File: config.mk
export PLATFORM = sky130hd
export DESIGN_NAME = credit_limited_chunk_scheduler_top
export DESIGN_NICKNAME = d
export VERILOG_FILES = /design/src/rtl/core/cls_pkg.sv /design/src/rtl/core/credit_limited_chunk_scheduler_top.sv /design/src/rtl/core/cls_cfg.sv /design/src/rtl/core/cls_ctrl.sv /design/src/rtl/core/cls_dp.sv
export VERILOG_INCLUDE_DIRS = /design/src /design/src/rtl/core
export SDC_FILE = /design/constraint.sdc
export NUM_CORES = 2
export LEC_CHECK = 0
export BUFFER_PORTS_ARGS = -buffer_cell sky130_fd_sc_hd__buf_2
export CAP_MARGIN = 15
export CORE_UTILIZATION = 23
export DETAILED_ROUTE_END_ITERATION = 10
export PLACE_DENSITY_LB_ADDON = 0.2
export SYNTH_ARGS = -nofsm -noshare
export SYNTH_HDL_FRONTEND = slang
export SYNTH_SLANG_ARGS = --single-unit
File: constraint.sdc
create_clock -name clk_i -period 8.97 [get_ports clk_i]
set_clock_uncertainty 0.15 [all_clocks]
set_input_delay 0.897 -clock clk_i [delete_from_list [all_inputs] [get_ports clk_i]]
set_output_delay 0.897 -clock clk_i [all_outputs]
set_load 0.02 [all_outputs]
File: src/rtl/core/credit_limited_chunk_scheduler_top_macros.svh
// assertion macros for the chunk scheduler
`ifndef CREDIT_LIMITED_CHUNK_SCHEDULER_TOP_MACROS_SVH
`define CREDIT_LIMITED_CHUNK_SCHEDULER_TOP_MACROS_SVH

// consequent checked in the same cycle as the antecedent
`define CLS_ASSERT_NOW(lbl, ante, cons, msg) \
  lbl: assert property (@(posedge clk_i) disable iff (!rst_ni) (ante) |-> (cons)) \
    else $error(msg);

// consequent checked in the cycle after the antecedent
`define CLS_ASSERT_NEXT(lbl, ante, cons, msg) \
  lbl: assert property (@(posedge clk_i) disable iff (!rst_ni) (ante) |=> (cons)) \
    else $error(msg);

`endif

File: src/rtl/core/cls_pkg.sv
`default_nettype none

package cls_pkg;

  // table and counter sizes
  localparam int SLOTS       = 4;
  localparam int SLOT_W      = $clog2(SLOTS);
  localparam int MAX_CREDITS = 16;
  localparam int CRED_W      = $clog2(MAX_CREDITS + 1);
  localparam int SEQ_BITS    = 16;
  localparam int OUT_W       = 5;
  localparam int OUT_MAX     = 31;
  localparam int ADDR_W      = 32;
  localparam int BLK_W       = 21;
  localparam int CHUNK_MAX   = 1048576;
  localparam int INIT_W      = 5;
  localparam int CFG_AW      = 4;
  localparam int CFG_DW      = 32;

  // register reset values
  localparam logic [BLK_W-1:0]  BLOCK_BYTES_RST = BLK_W'(4096);
  localparam logic [INIT_W-1:0] INIT_CREDITS_RST = INIT_W'(4);
  localparam logic [ADDR_W-1:0] WINDOW_BASE_RST = '0;
  localparam logic [ADDR_W-1:0] WINDOW_SIZE_RST = 32'h8000_0000;

  // result kinds
  localparam logic KIND_CHUNK = 1'b0;
  localparam logic KIND_FINAL = 1'b1;

  typedef enum logic [1:0] {
    FUNC_START  = 2'd0,
    FUNC_SUBMIT = 2'd1,
    FUNC_ACK    = 2'd2
  } func_e;

  typedef enum logic [1:0] {
    STAT_OK     = 2'd0,
    STAT_BUSY   = 2'd1,
    STAT_REJECT = 2'd2,
    STAT_ERROR  = 2'd3
  } status_e;

  typedef enum logic [1:0] {
    REG_BLOCK_BYTES  = 2'd0,
    REG_INIT_CREDITS = 2'd1,
    REG_WINDOW_BASE  = 2'd2,
    REG_WINDOW_SIZE  = 2'd3
  } reg_e;

  // how the final status of a transaction is formed
  typedef enum logic [2:0] {
    FIN_OK,
    FIN_REJECT,
    FIN_ERROR,
    FIN_SUBMIT,
    FIN_ACK
  } fin_e;

  typedef struct packed {
    logic [BLK_W-1:0]  block_bytes;
    logic [INIT_W-1:0] initial_credits;
    logic [ADDR_W-1:0] window_base;
    logic [ADDR_W-1:0] window_size;
  } cfg_t;

  typedef struct packed {
    logic              load;
    logic              clear;
    logic              sum;
    logic              alloc;
    logic              credit;
    logic              walk;
    logic              issue;
    logic              emit_fin;
    logic [SLOT_W-1:0] walk_idx;
    fin_e              fin;
  } dp_cmd_t;

  typedef struct packed {
    logic reject;
    logic no_free;
    logic can_issue;
    logic ends_buf;
    logic walk_freed;
  } dp_sts_t;

endpackage

`default_nettype wire

File: src/rtl/core/credit_limited_chunk_scheduler_top.sv
// throughput: one transaction at a time; the next start is taken in the cycle the final
//   status is shown; the slot walk and the one-chunk-per-cycle issue loop set the rate
// the receiver cannot stall: each result is shown for exactly one cycle on valid_o
// reset: asynchronous active low; empties the slot table, zeroes credits and sequences
`default_nettype none
`include "credit_limited_chunk_scheduler_top_macros.svh"

module credit_limited_chunk_scheduler_top (
  input  wire logic                              clk_i,
  input  wire logic                              rst_ni,
  input  wire logic                              start,
  output logic                                   busy,
  input  wire logic     [1:0]                    func_i,
  input  wire logic     [cls_pkg::ADDR_W-1:0]    buf_addr_i,
  input  wire logic     [cls_pkg::ADDR_W-1:0]    buf_len_i,
  input  wire logic                              ack_error_i,
  input  wire logic                              psel,
  input  wire logic                              penable,
  input  wire logic                              pwrite,
  input  wire logic     [cls_pkg::CFG_AW-1:0]    paddr,
  input  wire logic     [cls_pkg::CFG_DW-1:0]    pwdata,
  output logic          [cls_pkg::CFG_DW-1:0]    prdata,
  output logic                                   pready,
  output logic                                   valid_o,
  output logic                                   kind_o,
  output logic          [cls_pkg::ADDR_W-1:0]    chunk_addr_o,
  output logic          [cls_pkg::BLK_W-1:0]     chunk_len_o,
  output logic          [1:0]                    status_o,
  output logic                                   done_valid_o,
  output logic          [cls_pkg::ADDR_W-1:0]    done_addr_o,
  output logic                                   last_o
);

  cls_pkg::cfg_t    cfg;
  cls_pkg::dp_cmd_t cmd;
  cls_pkg::dp_sts_t sts;

  // configuration registers
  cls_cfg u_cfg (
    .clk_i   (clk_i),
    .rst_ni  (rst_ni),
    .psel    (psel),
    .penable (penable),
    .pwrite  (pwrite),
    .paddr   (paddr),
    .pwdata  (pwdata),
    .prdata  (prdata),
    .pready  (pready),
    .cfg_o   (cfg)
  );

  // sequencer
  cls_ctrl u_ctrl (
    .clk_i       (clk_i),
    .rst_ni      (rst_ni),
    .start       (start),
    .func_i      (func_i),
    .ack_error_i (ack_error_i),
    .sts_i       (sts),
    .busy        (busy),
    .cmd_o       (cmd)
  );

  // slot table, credits and result registers
  cls_dp u_dp (
    .clk_i        (clk_i),
    .rst_ni       (rst_ni),
    .cfg_i        (cfg),
    .cmd_i        (cmd),
    .buf_addr_i   (buf_addr_i),
    .buf_len_i    (buf_len_i),
    .sts_o        (sts),
    .valid_o      (valid_o),
    .kind_o       (kind_o),
    .chunk_addr_o (chunk_addr_o),
    .chunk_len_o  (chunk_len_o),
    .status_o     (status_o),
    .done_valid_o (done_valid_o),
    .done_addr_o  (done_addr_o),
    .last_o       (last_o)
  );

  // checks
  `CLS_ASSERT_NEXT(a_accept_goes_busy, start && !busy, busy, "accepted transaction not busy")
  `CLS_ASSERT_NOW(a_final_when_idle, valid_o && kind_o, !busy, "final status while still busy")
  `CLS_ASSERT_NOW(a_no_result_unprompted, !$past(busy), !valid_o, "result without transaction")
  `CLS_ASSERT_NOW(a_chunk_len_range, valid_o && !kind_o, (chunk_len_o != '0) && (chunk_len_o <= cls_pkg::CHUNK_MAX), "chunk length out of range")

endmodule

`default_nettype wire

File: src/rtl/core/cls_cfg.sv
`default_nettype none

module cls_cfg (
  input  wire logic                       clk_i,
  input  wire logic                       rst_ni,
  input  wire logic                       psel,
  input  wire logic                       penable,
  input  wire logic                       pwrite,
  input  wire logic [cls_pkg::CFG_AW-1:0] paddr,
  input  wire logic [cls_pkg::CFG_DW-1:0] pwdata,
  output logic      [cls_pkg::CFG_DW-1:0] prdata,
  output logic                            pready,
  output cls_pkg::cfg_t                   cfg_o
);

  cls_pkg::cfg_t cfg_q;
  cls_pkg::cfg_t cfg_d;
  logic          wr_en;
  cls_pkg::reg_e reg_idx;

  assign pready  = 1'b1;
  assign wr_en   = psel && penable && pwrite;
  assign reg_idx = cls_pkg::reg_e'(paddr[cls_pkg::CFG_AW-1:2]);
  assign cfg_o   = cfg_q;

  // register write decode
  always_comb begin
    cfg_d = cfg_q;
    if (wr_en) begin
      unique case (reg_idx)
        cls_pkg::REG_BLOCK_BYTES: begin
          cfg_d.block_bytes = pwdata[cls_pkg::BLK_W-1:0];
        end
        cls_pkg::REG_INIT_CREDITS: begin
          cfg_d.initial_credits = pwdata[cls_pkg::INIT_W-1:0];
        end
        cls_pkg::REG_WINDOW_BASE: begin
          cfg_d.window_base = pwdata[cls_pkg::ADDR_W-1:0];
        end
        cls_pkg::REG_WINDOW_SIZE: begin
          cfg_d.window_size = pwdata[cls_pkg::ADDR_W-1:0];
        end
        default: ;
      endcase
    end
  end

  always_ff @(posedge clk_i or negedge rst_ni) begin
    if (!rst_ni) begin
      cfg_q.block_bytes     <= cls_pkg::BLOCK_BYTES_RST;
      cfg_q.initial_credits <= cls_pkg::INIT_CREDITS_RST;
      cfg_q.window_base     <= cls_pkg::WINDOW_BASE_RST;
      cfg_q.window_size     <= cls_pkg::WINDOW_SIZE_RST;
    end else begin
      cfg_q <= cfg_d;
    end
  end

  // read back
  always_comb begin
    unique case (reg_idx)
      cls_pkg::REG_BLOCK_BYTES:  prdata = cls_pkg::CFG_DW'(cfg_q.block_bytes);
      cls_pkg::REG_INIT_CREDITS: prdata = cls_pkg::CFG_DW'(cfg_q.initial_credits);
      cls_pkg::REG_WINDOW_BASE:  prdata = cls_pkg::CFG_DW'(cfg_q.window_base);
      cls_pkg::REG_WINDOW_SIZE:  prdata = cls_pkg::CFG_DW'(cfg_q.window_size);
      default:                   prdata = '0;
    endcase
  end

endmodule

`default_nettype wire

File: src/rtl/core/cls_ctrl.sv
`default_nettype none

module cls_ctrl (
  input  wire logic             clk_i,
  input  wire logic             rst_ni,
  input  wire logic             start,
  input  wire logic [1:0]       func_i,
  input  wire logic             ack_error_i,
  input  cls_pkg::dp_sts_t      sts_i,
  output logic                  busy,
  output cls_pkg::dp_cmd_t      cmd_o
);

  typedef enum logic [2:0] {
    ST_IDLE,
    ST_CLEAR,
    ST_SUM,
    ST_DECIDE,
    ST_WALK,
    ST_ISSUE,
    ST_FINAL
  } state_e;

  localparam logic [cls_pkg::SLOT_W-1:0] LAST_IDX = cls_pkg::SLOT_W'(cls_pkg::SLOTS - 1);

  state_e                      state_q, state_d;
  logic [cls_pkg::SLOT_W-1:0]  idx_q, idx_d;
  cls_pkg::fin_e               fin_q, fin_d;

  assign busy = (state_q != ST_IDLE);

  // next state and datapath commands
  always_comb begin
    state_d      = state_q;
    idx_d        = idx_q;
    fin_d        = fin_q;
    cmd_o        = '0;
    cmd_o.walk_idx = idx_q;
    cmd_o.fin    = fin_q;
    unique case (state_q)
      ST_IDLE: begin
        if (start) begin
          cmd_o.load = 1'b1;
          idx_d      = '0;
          unique case (cls_pkg::func_e'(func_i))
            cls_pkg::FUNC_START: begin
              state_d = ST_CLEAR;
              fin_d   = cls_pkg::FIN_OK;
            end
            cls_pkg::FUNC_SUBMIT: begin
              state_d = ST_SUM;
            end
            cls_pkg::FUNC_ACK: begin
              if (ack_error_i) begin
                state_d = ST_FINAL;
                fin_d   = cls_pkg::FIN_ERROR;
              end else begin
                state_d = ST_WALK;
                fin_d   = cls_pkg::FIN_ACK;
              end
            end
            default: begin
              state_d = ST_FINAL;
              fin_d   = cls_pkg::FIN_ERROR;
            end
          endcase
        end
      end
      ST_CLEAR: begin
        cmd_o.clear = 1'b1;
        state_d     = ST_FINAL;
      end
      ST_SUM: begin
        cmd_o.sum = 1'b1;
        state_d   = ST_DECIDE;
      end
      ST_DECIDE: begin
        if (sts_i.reject || sts_i.no_free) begin
          fin_d   = cls_pkg::FIN_REJECT;
          state_d = ST_FINAL;
        end else begin
          cmd_o.alloc = 1'b1;
          fin_d       = cls_pkg::FIN_SUBMIT;
          idx_d       = '0;
          state_d     = ST_ISSUE;
        end
      end
      // one slot per cycle, credit returned on the first
      ST_WALK: begin
        cmd_o.walk   = 1'b1;
        cmd_o.credit = (idx_q == '0);
        if (sts_i.walk_freed || idx_q == LAST_IDX) begin
          idx_d   = '0;
          state_d = ST_ISSUE;
        end else begin
          idx_d = idx_q + cls_pkg::SLOT_W'(1);
        end
      end
      // one chunk per cycle, idx counts finished buffers
      ST_ISSUE: begin
        if (!sts_i.can_issue) begin
          state_d = ST_FINAL;
        end else begin
          cmd_o.issue = 1'b1;
          if (sts_i.ends_buf) begin
            if (idx_q == LAST_IDX) begin
              state_d = ST_FINAL;
            end else begin
              idx_d = idx_q + cls_pkg::SLOT_W'(1);
            end
          end
        end
      end
      ST_FINAL: begin
        cmd_o.emit_fin = 1'b1;
        state_d        = ST_IDLE;
      end
      default: begin
        state_d = ST_IDLE;
      end
    endcase
  end

  always_ff @(posedge clk_i or negedge rst_ni) begin
    if (!rst_ni) begin
      state_q <= ST_IDLE;
      idx_q   <= '0;
      fin_q   <= cls_pkg::FIN_OK;
    end else begin
      state_q <= state_d;
      idx_q   <= idx_d;
      fin_q   <= fin_d;
    end
  end

endmodule

`default_nettype wire

File: src/rtl/core/cls_dp.sv
`default_nettype none

module cls_dp (
  input  wire logic                              clk_i,
  input  wire logic                              rst_ni,
  input  cls_pkg::cfg_t                          cfg_i,
  input  cls_pkg::dp_cmd_t                       cmd_i,
  input  wire logic     [cls_pkg::ADDR_W-1:0]    buf_addr_i,
  input  wire logic     [cls_pkg::ADDR_W-1:0]    buf_len_i,
  output cls_pkg::dp_sts_t                       sts_o,
  output logic                                   valid_o,
  output logic                                   kind_o,
  output logic          [cls_pkg::ADDR_W-1:0]    chunk_addr_o,
  output logic          [cls_pkg::BLK_W-1:0]     chunk_len_o,
  output logic          [1:0]                    status_o,
  output logic                                   done_valid_o,
  output logic          [cls_pkg::ADDR_W-1:0]    done_addr_o,
  output logic                                   last_o
);

  localparam int SL  = cls_pkg::SLOTS;
  localparam int SW  = cls_pkg::SLOT_W;
  localparam int AW  = cls_pkg::ADDR_W;
  localparam int BW  = cls_pkg::BLK_W;
  localparam int CW  = cls_pkg::CRED_W;
  localparam int QW  = cls_pkg::SEQ_BITS;
  localparam int OW  = cls_pkg::OUT_W;

  // slot table
  logic [AW-1:0] sbase_q [SL];
  logic [AW-1:0] sbase_d [SL];
  logic [AW-1:0] slen_q  [SL];
  logic [AW-1:0] slen_d  [SL];
  logic [AW-1:0] ssent_q [SL];
  logic [AW-1:0] ssent_d [SL];
  logic [QW-1:0] sseq_q  [SL];
  logic [QW-1:0] sseq_d  [SL];
  logic [OW-1:0] sout_q  [SL];
  logic [OW-1:0] sout_d  [SL];
  logic [SL-1:0] sbusy_q, sbusy_d;

  // scheduler state
  logic [CW-1:0] credits_q, credits_d;
  logic [SW-1:0] ptr_q, ptr_d;
  logic [QW-1:0] next_seq_q, next_seq_d;
  logic [QW-1:0] expect_q, expect_d;

  // per-transaction registers
  logic [AW-1:0] in_addr_q, in_addr_d;
  logic [AW-1:0] in_len_q, in_len_d;
  logic [AW:0]   end_q, end_d;
  logic [AW:0]   tot_q, tot_d;
  logic          sub_busy_q, sub_busy_d;
  logic          done_q, done_d;
  logic [AW-1:0] done_addr_q, done_addr_d;

  // result registers
  logic          valid_q, valid_d;
  logic          kind_q, kind_d;
  logic [AW-1:0] caddr_q, caddr_d;
  logic [BW-1:0] clen_q, clen_d;
  logic [1:0]    status_q, status_d;
  logic          dv_q, dv_d;
  logic [AW-1:0] da_q, da_d;
  logic          last_q, last_d;

  // combinational helpers
  logic [BW-1:0] blk;
  logic [SW-1:0] sel;
  logic [AW-1:0] rem;
  logic          has_rem;
  logic          ends;
  logic [AW-1:0] chunk_addr;
  logic [AW-1:0] sent_step;
  logic          match;
  logic [OW-1:0] out_dec;
  logic          frees;
  logic [SW-1:0] free_idx;
  logic [CW-1:0] init_cap;
  logic [SW-1:0] ptr_next;

  // chunk size clamped into range
  assign blk = (cfg_i.block_bytes == '0) ? BW'(1) :
               (cfg_i.block_bytes > BW'(cls_pkg::CHUNK_MAX)) ? BW'(cls_pkg::CHUNK_MAX) :
               cfg_i.block_bytes;

  // single slot read port: walk index or issue pointer
  assign sel        = cmd_i.walk ? cmd_i.walk_idx : ptr_q;
  assign rem        = slen_q[sel] - ssent_q[sel];
  assign has_rem    = (rem != '0);
  assign ends       = (rem <= AW'(blk));
  assign chunk_addr = sbase_q[sel] + ssent_q[sel];
  assign sent_step  = ssent_q[sel] + AW'(blk);
  assign ptr_next   = (ptr_q == SW'(SL - 1)) ? '0 : ptr_q + SW'(1);

  // acknowledgement match on the walked slot
  assign match   = sbusy_q[sel] && (sseq_q[sel] == expect_q) && (sout_q[sel] != '0);
  assign out_dec = sout_q[sel] - OW'(1);
  assign frees   = match && (out_dec == '0) && !has_rem;

  assign init_cap = (32'(cfg_i.initial_credits) > cls_pkg::MAX_CREDITS) ?
                    CW'(cls_pkg::MAX_CREDITS) : CW'(cfg_i.initial_credits);

  // lowest free slot
  always_comb begin
    free_idx = '0;
    for (int i = SL - 1; i >= 0; i--) begin
      if (!sbusy_q[i]) free_idx = SW'(i);
    end
  end

  // status to the controller
  assign sts_o.reject     = (in_addr_q < cfg_i.window_base) ||
                            ({1'b0, in_addr_q} > end_q) || (tot_q > end_q);
  assign sts_o.no_free    = &sbusy_q;
  assign sts_o.can_issue  = (credits_q != '0) && has_rem;
  assign sts_o.ends_buf   = ends;
  assign sts_o.walk_freed = frees;

  // next state
  always_comb begin
    sbase_d     = sbase_q;
    slen_d      = slen_q;
    ssent_d     = ssent_q;
    sseq_d      = sseq_q;
    sout_d      = sout_q;
    sbusy_d     = sbusy_q;
    credits_d   = credits_q;
    ptr_d       = ptr_q;
    next_seq_d  = next_seq_q;
    expect_d    = expect_q;
    in_addr_d   = in_addr_q;
    in_len_d    = in_len_q;
    end_d       = end_q;
    tot_d       = tot_q;
    sub_busy_d  = sub_busy_q;
    done_d      = done_q;
    done_addr_d = done_addr_q;
    valid_d     = 1'b0;
    kind_d      = kind_q;
    caddr_d     = caddr_q;
    clen_d      = clen_q;
    status_d    = status_q;
    dv_d        = dv_q;
    da_d        = da_q;
    last_d      = last_q;

    // capture the accepted transaction
    if (cmd_i.load) begin
      in_addr_d   = buf_addr_i;
      in_len_d    = buf_len_i;
      done_d      = 1'b0;
      done_addr_d = '0;
    end

    // start: empty table, load credits
    if (cmd_i.clear) begin
      for (int i = 0; i < SL; i++) begin
        sbase_d[i] = '0;
        slen_d[i]  = '0;
        ssent_d[i] = '0;
        sseq_d[i]  = '0;
        sout_d[i]  = '0;
      end
      sbusy_d    = '0;
      credits_d  = init_cap;
      ptr_d      = '0;
      next_seq_d = '0;
      expect_d   = '0;
    end

    // window end and buffer end for the range check
    if (cmd_i.sum) begin
      end_d = {1'b0, cfg_i.window_base} + {1'b0, cfg_i.window_size};
      tot_d = {1'b0, in_addr_q} + {1'b0, in_len_q};
    end

    // store the submitted buffer
    if (cmd_i.alloc) begin
      sbase_d[free_idx] = in_addr_q;
      slen_d[free_idx]  = in_len_q;
      ssent_d[free_idx] = '0;
      sseq_d[free_idx]  = next_seq_q;
      sout_d[free_idx]  = '0;
      sbusy_d[free_idx] = 1'b1;
      next_seq_d        = next_seq_q + QW'(1);
      sub_busy_d        = (free_idx == SW'(SL - 1));
    end

    // returned credit, saturating
    if (cmd_i.credit) begin
      if (credits_q < CW'(cls_pkg::MAX_CREDITS)) credits_d = credits_q + CW'(1);
    end

    // charge the acknowledgement to the walked slot
    if (cmd_i.walk && match) begin
      sout_d[sel] = out_dec;
      if (frees) begin
        sbusy_d[sel] = 1'b0;
        expect_d     = expect_q + QW'(1);
        done_d       = 1'b1;
        done_addr_d  = sbase_q[sel];
      end
    end

    // issue one chunk from the slot at the pointer
    if (cmd_i.issue) begin
      ssent_d[sel] = ends ? slen_q[sel] : sent_step;
      if (sout_q[sel] < OW'(cls_pkg::OUT_MAX)) sout_d[sel] = sout_q[sel] + OW'(1);
      credits_d = credits_q - CW'(1);
      if (ends) ptr_d = ptr_next;
      valid_d  = 1'b1;
      kind_d   = cls_pkg::KIND_CHUNK;
      caddr_d  = chunk_addr;
      clen_d   = ends ? rem[BW-1:0] : blk;
      status_d = cls_pkg::STAT_OK;
      dv_d     = 1'b0;
      da_d     = '0;
      last_d   = 1'b0;
    end

    // final status of the transaction
    if (cmd_i.emit_fin) begin
      valid_d = 1'b1;
      kind_d  = cls_pkg::KIND_FINAL;
      caddr_d = '0;
      clen_d  = '0;
      dv_d    = done_q;
      da_d    = done_q ? done_addr_q : '0;
      last_d  = 1'b1;
      case (cmd_i.fin)
        cls_pkg::FIN_OK:     status_d = cls_pkg::STAT_OK;
        cls_pkg::FIN_REJECT: status_d = cls_pkg::STAT_REJECT;
        cls_pkg::FIN_ERROR:  status_d = cls_pkg::STAT_ERROR;
        cls_pkg::FIN_SUBMIT: status_d = sub_busy_q ? cls_pkg::STAT_BUSY : cls_pkg::STAT_OK;
        cls_pkg::FIN_ACK: begin
          status_d = (done_q || !(|sbusy_q)) ? cls_pkg::STAT_OK : cls_pkg::STAT_BUSY;
        end
        default:             status_d = cls_pkg::STAT_ERROR;
      endcase
    end
  end

  // table and scheduler state
  always_ff @(posedge clk_i or negedge rst_ni) begin
    if (!rst_ni) begin
      for (int i = 0; i < SL; i++) begin
        sbase_q[i] <= '0;
        slen_q[i]  <= '0;
        ssent_q[i] <= '0;
        sseq_q[i]  <= '0;
        sout_q[i]  <= '0;
      end
      sbusy_q    <= '0;
      credits_q  <= '0;
      ptr_q      <= '0;
      next_seq_q <= '0;
      expect_q   <= '0;
      sub_busy_q <= 1'b0;
      done_q     <= 1'b0;
      valid_q    <= 1'b0;
    end else begin
      sbase_q    <= sbase_d;
      slen_q     <= slen_d;
      ssent_q    <= ssent_d;
      sseq_q     <= sseq_d;
      sout_q     <= sout_d;
      sbusy_q    <= sbusy_d;
      credits_q  <= credits_d;
      ptr_q      <= ptr_d;
      next_seq_q <= next_seq_d;
      expect_q   <= expect_d;
      sub_busy_q <= sub_busy_d;
      done_q     <= done_d;
      valid_q    <= valid_d;
    end
  end

  // payload registers
  always_ff @(posedge clk_i) begin
    in_addr_q   <= in_addr_d;
    in_len_q    <= in_len_d;
    end_q       <= end_d;
    tot_q       <= tot_d;
    done_addr_q <= done_addr_d;
    kind_q      <= kind_d;
    caddr_q     <= caddr_d;
    clen_q      <= clen_d;
    status_q    <= status_d;
    dv_q        <= dv_d;
    da_q        <= da_d;
    last_q      <= last_d;
  end

  assign valid_o      = valid_q;
  assign kind_o       = kind_q;
  assign chunk_addr_o = caddr_q;
  assign chunk_len_o  = clen_q;
  assign status_o     = status_q;
  assign done_valid_o = dv_q;
  assign done_addr_o  = da_q;
  assign last_o       = last_q;

endmodule

`default_nettype wire
# ---- Word level (Yosys, flattened, before mapping)
# Cells that the tools add are included.
dict set report word_totals {
  out_inout_bits 125
  ff_bits 863
  mem_count 0
  ram_bits 0
  latchBits 0
  rom_bits 0
}
dict set report op_classes {
  n_lt_le_gt_ge 16
  n_bitwise 9
  div 0
  mux 128
  addsub 13
  mul 0
  n_reduce_logical 43
  n_eq_ne 27
  shift 0
}
# cell count
set ops {}
lappend ops {{two-way mux 128 bit} 7}
lappend ops {{two-way mux 32 bit} 15}
lappend ops {{bitwise mux 128 bit} 3}
lappend ops {{binary-select mux 32 bit (select 2 bit)} 3}
lappend ops {{AND 128 bit} 1}
lappend ops {{demux 32 bit (select 2 bit)} 2}
lappend ops {{two-way mux 16 bit} 8}
lappend ops {{two-way mux 64 bit} 2}
lappend ops {{NOT 128 bit} 1}
lappend ops {{one-hot mux 32 bit (4 select lines)} 1}
lappend ops {{two-way mux 20 bit} 5}
lappend ops {{adder 32 x 32 -> 33 bit} 2}
lappend ops {{bitwise mux 64 bit} 1}
lappend ops {{two-way mux 21 bit} 3}
lappend ops {{two-way mux 5 bit} 9}
lappend ops {{two-way mux 2 bit} 21}
lappend ops {{bitwise mux 20 bit} 2}
lappend ops {{> comparator 32 x 33 -> 1 bit} 1}
lappend ops {{> comparator 33 bit} 1}
lappend ops {{adder 16 x 1 -> 16 bit (second input constant)} 2}
lappend ops {{adder 32 x 21 -> 32 bit} 1}
lappend ops {{adder 32 bit} 1}
lappend ops {{binary-select mux 16 bit (select 2 bit)} 1}
lappend ops {{demux 16 bit (select 2 bit)} 1}
lappend ops {{other kinds (57)} 142}

# ---- Depth between registers and ports, before layout
dict set report logic_depth {
  word_depth 17
  depth_mapped 32
}

# ---- Hierarchy
# From an unflattened synthesis, not the netlist that was laid out.
dict set report unflattened {
  cells_unflattened 4837
  hier_area_um2 48094.9
}
# mod seq_area_each_um2 n_inst area_each_um2 cells_per_inst
set modules_own_cells {}
lappend modules_own_cells {cls_dp 19538.7 1 43302.8 4501}
lappend modules_own_cells {cls_cfg 2255.9 1 4200.3 268}
lappend modules_own_cells {cls_ctrl 200.2 1 591.8 68}

# ---- Worst setup path after synthesis
# OpenSTA, ideal clock, no wires.
dict set report synth_path {
  path_type {register -> register}
  startpoint {register u_ctrl.state_q[1]}
  endpoint {register u_dp.da_q[0], in the netlist u_dp.done_addr_o[0] (enable)}
  n_path_buf 7
  period_less_slack_ps 8097
  path_slack_ps 873
  t_arrival_ps 7446
  path_stages_with_launch 24
  required_time_ps 8318
  cell_sequence {dfrtp_1 -> clkbuf_1 -> nor3b_2 -> mux2i_1 -> clkbuf_1 -> clkbuf_1 -> buf_2 -> buf_1 -> buf_1 -> mux4_2 -> ha_1 -> inv_1 -> fa_1 -> a21o_1 -> a41oi_1 -> a211oi_1 -> or3_1 -> xor2_1 -> a2111oi_0 -> nand4bb_1 -> or3_1 -> o21ai_1 -> clkbuf_1 -> nand2_1}
}
dict set report synth_between {
  elab_chain_cells 13
  elab_cells_between_ends 19
  cone_classes {add/sub: 1; eq/ne: 3; mux: 11; bitwise: 1; reduce/logical: 3}
}
# item line_no
set synth_lines {}
lappend synth_lines {{from (decl)} cls_ctrl.sv:26} ;# state_e state_q, state_d;
lappend synth_lines {{from (signal assigned)} cls_ctrl.sv:130} ;# state_q <= state_d;
lappend synth_lines {{== test 3 bit} cls_ctrl.sv:40} ;# unique case (state_q)
lappend synth_lines {{two-way mux 2 bit} cls_ctrl.sv:40}
lappend synth_lines {{two-way mux 2 bit} cls_dp.sv:88} ;# assign sel = cmd_i.walk ? cmd_i.walk_idx : ptr_q;
lappend synth_lines {{NOT 2 -> 3 bit (not written as such)} cls_dp.sv:89} ;# assign rem = slen_q[sel] - ssent_q[sel];
lappend synth_lines {{binary-select mux 32 bit (select 2 bit)} cls_dp.sv:89}
lappend synth_lines {{two-way mux 32 bit (not written as such) (2 in a row)} cls_dp.sv:89}
lappend synth_lines {{subtractor 32 bit} cls_dp.sv:89}
lappend synth_lines {{nonzero test 32 bit} cls_dp.sv:90} ;# assign has_rem = (rem != '0);
lappend synth_lines {{logical AND 1 bit} cls_dp.sv:116} ;# assign sts_o.can_issue = (credits_q != '0) && has_rem;
lappend synth_lines {{two-way mux 1 bit} cls_ctrl.sv:101} ;# if (!sts_i.can_issue) begin
lappend synth_lines {{two-way mux 1 bit} cls_ctrl.sv:40}
lappend synth_lines {{nonzero test 2 bit (no line) (*)} --}
lappend synth_lines {{to (signal assigned)} cls_dp.sv:291} ;# da_q <= da_d;
lappend synth_lines {{to (decl)} cls_dp.sv:64} ;# logic [AW-1:0] da_q, da_d;
# Every way passes the cells marked *; elsewhere a longest branch is shown, timed or not. The select of a mux whose other input is x is not followed.
# A chain may end at the register's enable or synchronous reset.

==> metrics <==
deepest level of the CTS H-tree=3; post-synthesis compound-gate area fraction=14.92%; filler cell count in the final layout=22,580; Die ar.=0.2163 mm2; gate count after technology mapping=5,156; number of hold-slack violations in the final timing report=1; startpoint type of the worst setup path=flip-flop; proportion of total power due to net switching=43.09%; starting density of the core=23.21%; flip-flop and latch count after synthesis=863; Slew Limit Headroom=19.72%; fraction of the cycle the final worst path needs=87.06%; Internal Pwr Total=10.24 mW; mux share of post-synthesis cell area=11.80%; clk slew on worst S/H paths=0.06 ns; maximum vdd drop=0.1990 mV; DR vias=39,070; sequential area share after synthesis=44.60%; sum of negative setup slack=0 ns; pre-CTS worst setup slack=1.247 ns; violations in the final reports=negative hold slack; global placement routability congestion=0.8866; share of the synthesized netlist area taken by xor and xnor gates=2.466%; net total in the final layout=5,665; power density cells=314.6 mW/mm2; overall routing resource usage=15.84%; overall die width=465.0 um; Post-Route WL=174.7 mm; clock buffer count from CTS=106; number of port buffers=230; Crit Path Max Fanout=29; largest net degree at the start of global routing=175; post-route cell area=0.05720 mm2; Gate power share=46.4%; clock network fraction of design power=24.2%; routed wire length per instance=21.31 um; endpoint class of the critical path=flip-flop; pin slew with the least headroom to its limit=1.204 ns; net load switching power=7.755 mW; share of layout cells above drive strength 1=12.91%; post-synthesis adder-cell area fraction=7.180%; number of enable flip-flop cells after synthesis=165; count of routing violations after the opening detailed-route iteration=2,895; number of remaining DRC errors=0; largest family of logic cells by synthesized area=simple AND/OR/NAND/NOR gates; number of antenna-violating nets in the routed design=0; class of the worst hold path=primary input to asynchronous set/reset pin; Synthesized Nets=5,545; synthesized cell area=0.04931 mm2; leading register cell type out of synthesis=sky130_fd_sc_hd__dfrtp_1; number of placement rows=169; Top Ports=234; Setup Buffers After CTS=0; Synth top area share=30.90%; leakage power=25.25 nW; Seq pwr share=29.4%; cell types with the largest area share after synthesis=sky130_fd_sc_hd__dfrtp_1, sky130_fd_sc_hd__edfxtp_1, sky130_fd_sc_hd__nand2_1; synthesized-area fraction occupied by and/or/nand/nor cells=15.19%; vias in the first global route=38,820; clock network latency to the later pin of the worst-skew pair=0.76 ns; clock tree from TritonCTS=done; total iterations of the first detailed-routing run=6; die height=465.0 um; number of sinks driven by the clock tree=863; setup violators final=0; Yosys top cell by area=sky130_fd_sc_hd__dfrtp_1; flip-flop and latch area=0.02199 mm2; placed cell areas=0.05368 mm2; Final min period=7.809 ns; antenna violations before repair=15; worst endpoint required time=9.42 ns; maximum clock rate=0.1281 GHz; max capacitance violation total=0; YS warnings=0; Max clock buf depth=3; RSZ-0062 raised after global routing=false; count of cells resized by post-cts repair=0; standard cell core area=0.2125 mm2; mean cell area of the mapped netlist=9.564 um2; kind of critical path=flip-flop to flip-flop; signed area change from the synthesized netlist to the final layout=15.99%; critical path data arrival time=8.26 ns; number of distinct library cell variants in the gate-level netlist after synthesis=86; tightest hold margin=-0.01007 ns; setup ws final=1.161 ns; wire length of the first global-routing pass=259.2 mm; share of async-settable or async-resettable flops after synthesis=70.92%; pins over their slew limit=0; root buf cell=sky130_fd_sc_hd__clkbuf_16; grt total ovfl=0; status=complete, but fails checks; vias per cell=4.766; area used by multi-input combinational logic=0.02555 mm2; detailed placement HPWL=124.7 mm; hold bufs inserted after CTS=0
==> registers in the layout (all words and copies together) (netlist names), 3 cells and up <==
register,count
u_dp.end_q,33
u_ctrl.state_q,3
u_dp.sout_q,20
u_dp.expect_q,16
u_dp.credits_q,5
u_dp.done_addr_q,32
u_cfg.cfg_o,90
u_dp.sbase_q,128
u_ctrl.fin_q,3
u_dp.ssent_q,128
u_dp.sbusy_q,4
u_dp.chunk_addr_o,32
u_dp.slen_q,128
u_dp.in_len_q,32
u_dp.sseq_q,64
u_dp.in_addr_q,32
u_dp.next_seq_q,16
u_dp.done_addr_o,32
u_dp.tot_q,33
u_dp.chunk_len_o,21
==> placed cells by master (no fill, tap or decap), types with 35 or more instances in the layout <==
cell / instances
sky130_fd_sc_hd__a211oi_1: 42
sky130_fd_sc_hd__a21o_1: 85
sky130_fd_sc_hd__a21oi_1: 263
sky130_fd_sc_hd__and3_1: 72
sky130_fd_sc_hd__buf_2: 229
sky130_fd_sc_hd__buf_4: 58
sky130_fd_sc_hd__clkbuf_1: 39
sky130_fd_sc_hd__clkbuf_16: 107
sky130_fd_sc_hd__dfrtp_1: 609
sky130_fd_sc_hd__dfxtp_1: 86
sky130_fd_sc_hd__edfxtp_1: 165
sky130_fd_sc_hd__ha_1: 275
sky130_fd_sc_hd__inv_1: 194
sky130_fd_sc_hd__mux2_2: 69
sky130_fd_sc_hd__mux2i_1: 270
sky130_fd_sc_hd__mux4_2: 103
sky130_fd_sc_hd__nand2_1: 1110
sky130_fd_sc_hd__nand2b_1: 35
sky130_fd_sc_hd__nand3_1: 73
sky130_fd_sc_hd__nand4_1: 38
sky130_fd_sc_hd__nor2_1: 171
sky130_fd_sc_hd__nor3_1: 54
sky130_fd_sc_hd__o21a_1: 37
sky130_fd_sc_hd__o21ai_0: 544
sky130_fd_sc_hd__xnor2_1: 89
sky130_fd_sc_hd__xor2_1: 48
==> metal layers <==
metal	global-route usage (%)	wire, um	up-vias	part of all wire [%]
li1	-	-	18570	-
met1	23.16	87350	19370	50
met2	23.64	73970	938	42
met3	2.926	9198	176	5.3
met4	4.280	4107	14	2.4
met5	0	92	-	0.053
==> per-stage QoR <==
stage | utilization (%) | hold WS (ns) | total power, mW | std cells
6_report | 26.92 | -0.01007 | 18.00 | 8198
3_5_place_dp | 25.26 | 0.2944 | 13.67 | 7988
5_1_grt | 26.91 | 0.004066 | 19.21 | 8196
4_1_cts | 26.90 | 0.003772 | 18.15 | 8186
3_3_place_gp | 25.26 | 0.2938 | 13.63 | 7988
2_1_floorplan | - | 0.2817 | 10.76 | 5156
==> logic make-up after synthesis <==
family,after synthesis
other cells,1
simple gates,1717
mux,444
buf+inv,485
flops,863
xor+xnor,138
compound gates,1228
fa+ha+maj,280
==> cell type report <==
type / instances / share of cell area (%)
Inverter: 195 / 1.282
Timing Repair Buffer: 302 / 3.281
Antenna cell: 11 / 0.04812
Tap cell: 2821 / 6.171
Sequential cell: 863 / 38.45
Clock buffer: 159 / 5.250
Clock inverter: 39 / 0.8443
Multi-Input combinational cell: 3808 / 44.67
==> power groups by stage <==
stage	combinational [mW]	sequential, mW	clock, mW
after floorplan	5.45	5.31	0
after global placement	8.29	5.34	0
after detailed placement	8.31	5.35	0
after CTS	8.36	5.29	4.51
after global routing	9.21	5.36	4.64
final	8.35	5.29	4.36
==> path summary, 6_finish.rpt <==
check | startpoint | cells past startpoint | slack [ns] | to
min reg2reg | u_dp.chunk_addr_o[21] | 2 | 0.30 | u_dp.chunk_addr_o[21]
min | rst_ni | 1 | -0.01 | u_dp.valid_o
max in group asynchronous | rst_ni | 3 | 6.62 | u_dp.sbase_q[69]
max reg2reg | u_ctrl.state_q[1] | 20 | 1.16 | u_dp.ssent_q[78]
min in group clk_i | buf_addr_i[14] | 1 | 0.16 | u_dp.in_addr_q[14]
max | u_ctrl.state_q[1] | 20 | 1.16 | u_dp.ssent_q[78]
==> cell usage after synthesis, types with 17 or more instances <==
cell                       instances
sky130_fd_sc_hd__a211oi_1         43
sky130_fd_sc_hd__a21o_1           86
sky130_fd_sc_hd__a21oi_1         264
sky130_fd_sc_hd__a31oi_1          34
sky130_fd_sc_hd__and3_1           73
sky130_fd_sc_hd__buf_1            25
sky130_fd_sc_hd__buf_2            38
sky130_fd_sc_hd__clkbuf_1        222
sky130_fd_sc_hd__dfrtp_1         609
sky130_fd_sc_hd__dfxtp_1          86
sky130_fd_sc_hd__edfxtp_1        165
sky130_fd_sc_hd__ha_1            275
sky130_fd_sc_hd__inv_1           195
sky130_fd_sc_hd__mux2_2           70
sky130_fd_sc_hd__mux2i_1         271
sky130_fd_sc_hd__mux4_2          103
sky130_fd_sc_hd__nand2_1        1116
sky130_fd_sc_hd__nand2b_1         35
sky130_fd_sc_hd__nand3_1          73
sky130_fd_sc_hd__nand4_1          38
sky130_fd_sc_hd__nor2_1          174
sky130_fd_sc_hd__nor2b_1          34
sky130_fd_sc_hd__nor3_1           57
sky130_fd_sc_hd__nor4_1           17
sky130_fd_sc_hd__o211ai_1         21
sky130_fd_sc_hd__o21a_1           37
sky130_fd_sc_hd__o21ai_0         544
sky130_fd_sc_hd__o31ai_1          29
sky130_fd_sc_hd__or3_1            21
sky130_fd_sc_hd__xnor2_1          89
sky130_fd_sc_hd__xor2_1           48
==> worst max-delay path, stage by stage, from the launching register on <==
cell and delay [ns]:
sky130_fd_sc_hd__dfrtp_1 0.57, sky130_fd_sc_hd__nor3b_2 0.38, sky130_fd_sc_hd__mux2i_4 0.64, sky130_fd_sc_hd__mux4_2 0.69
sky130_fd_sc_hd__inv_1 0.10, sky130_fd_sc_hd__ha_1 0.17, sky130_fd_sc_hd__inv_1 0.06, sky130_fd_sc_hd__fa_1 0.48
sky130_fd_sc_hd__a21o_1 0.19, sky130_fd_sc_hd__a41oi_1 0.36, sky130_fd_sc_hd__a211oi_1 0.21, sky130_fd_sc_hd__o31ai_1 0.56
sky130_fd_sc_hd__a211oi_1 0.18, sky130_fd_sc_hd__or4_1 0.45, sky130_fd_sc_hd__a221oi_1 0.36, sky130_fd_sc_hd__and4_1 0.34
sky130_fd_sc_hd__buf_4 0.37, sky130_fd_sc_hd__nand2_2 0.37, sky130_fd_sc_hd__buf_12 0.29, sky130_fd_sc_hd__mux2i_1 0.53
sky130_fd_sc_hd__mux2i_1 0.17
No activity file was read; power rests on OpenSTA's default activity.
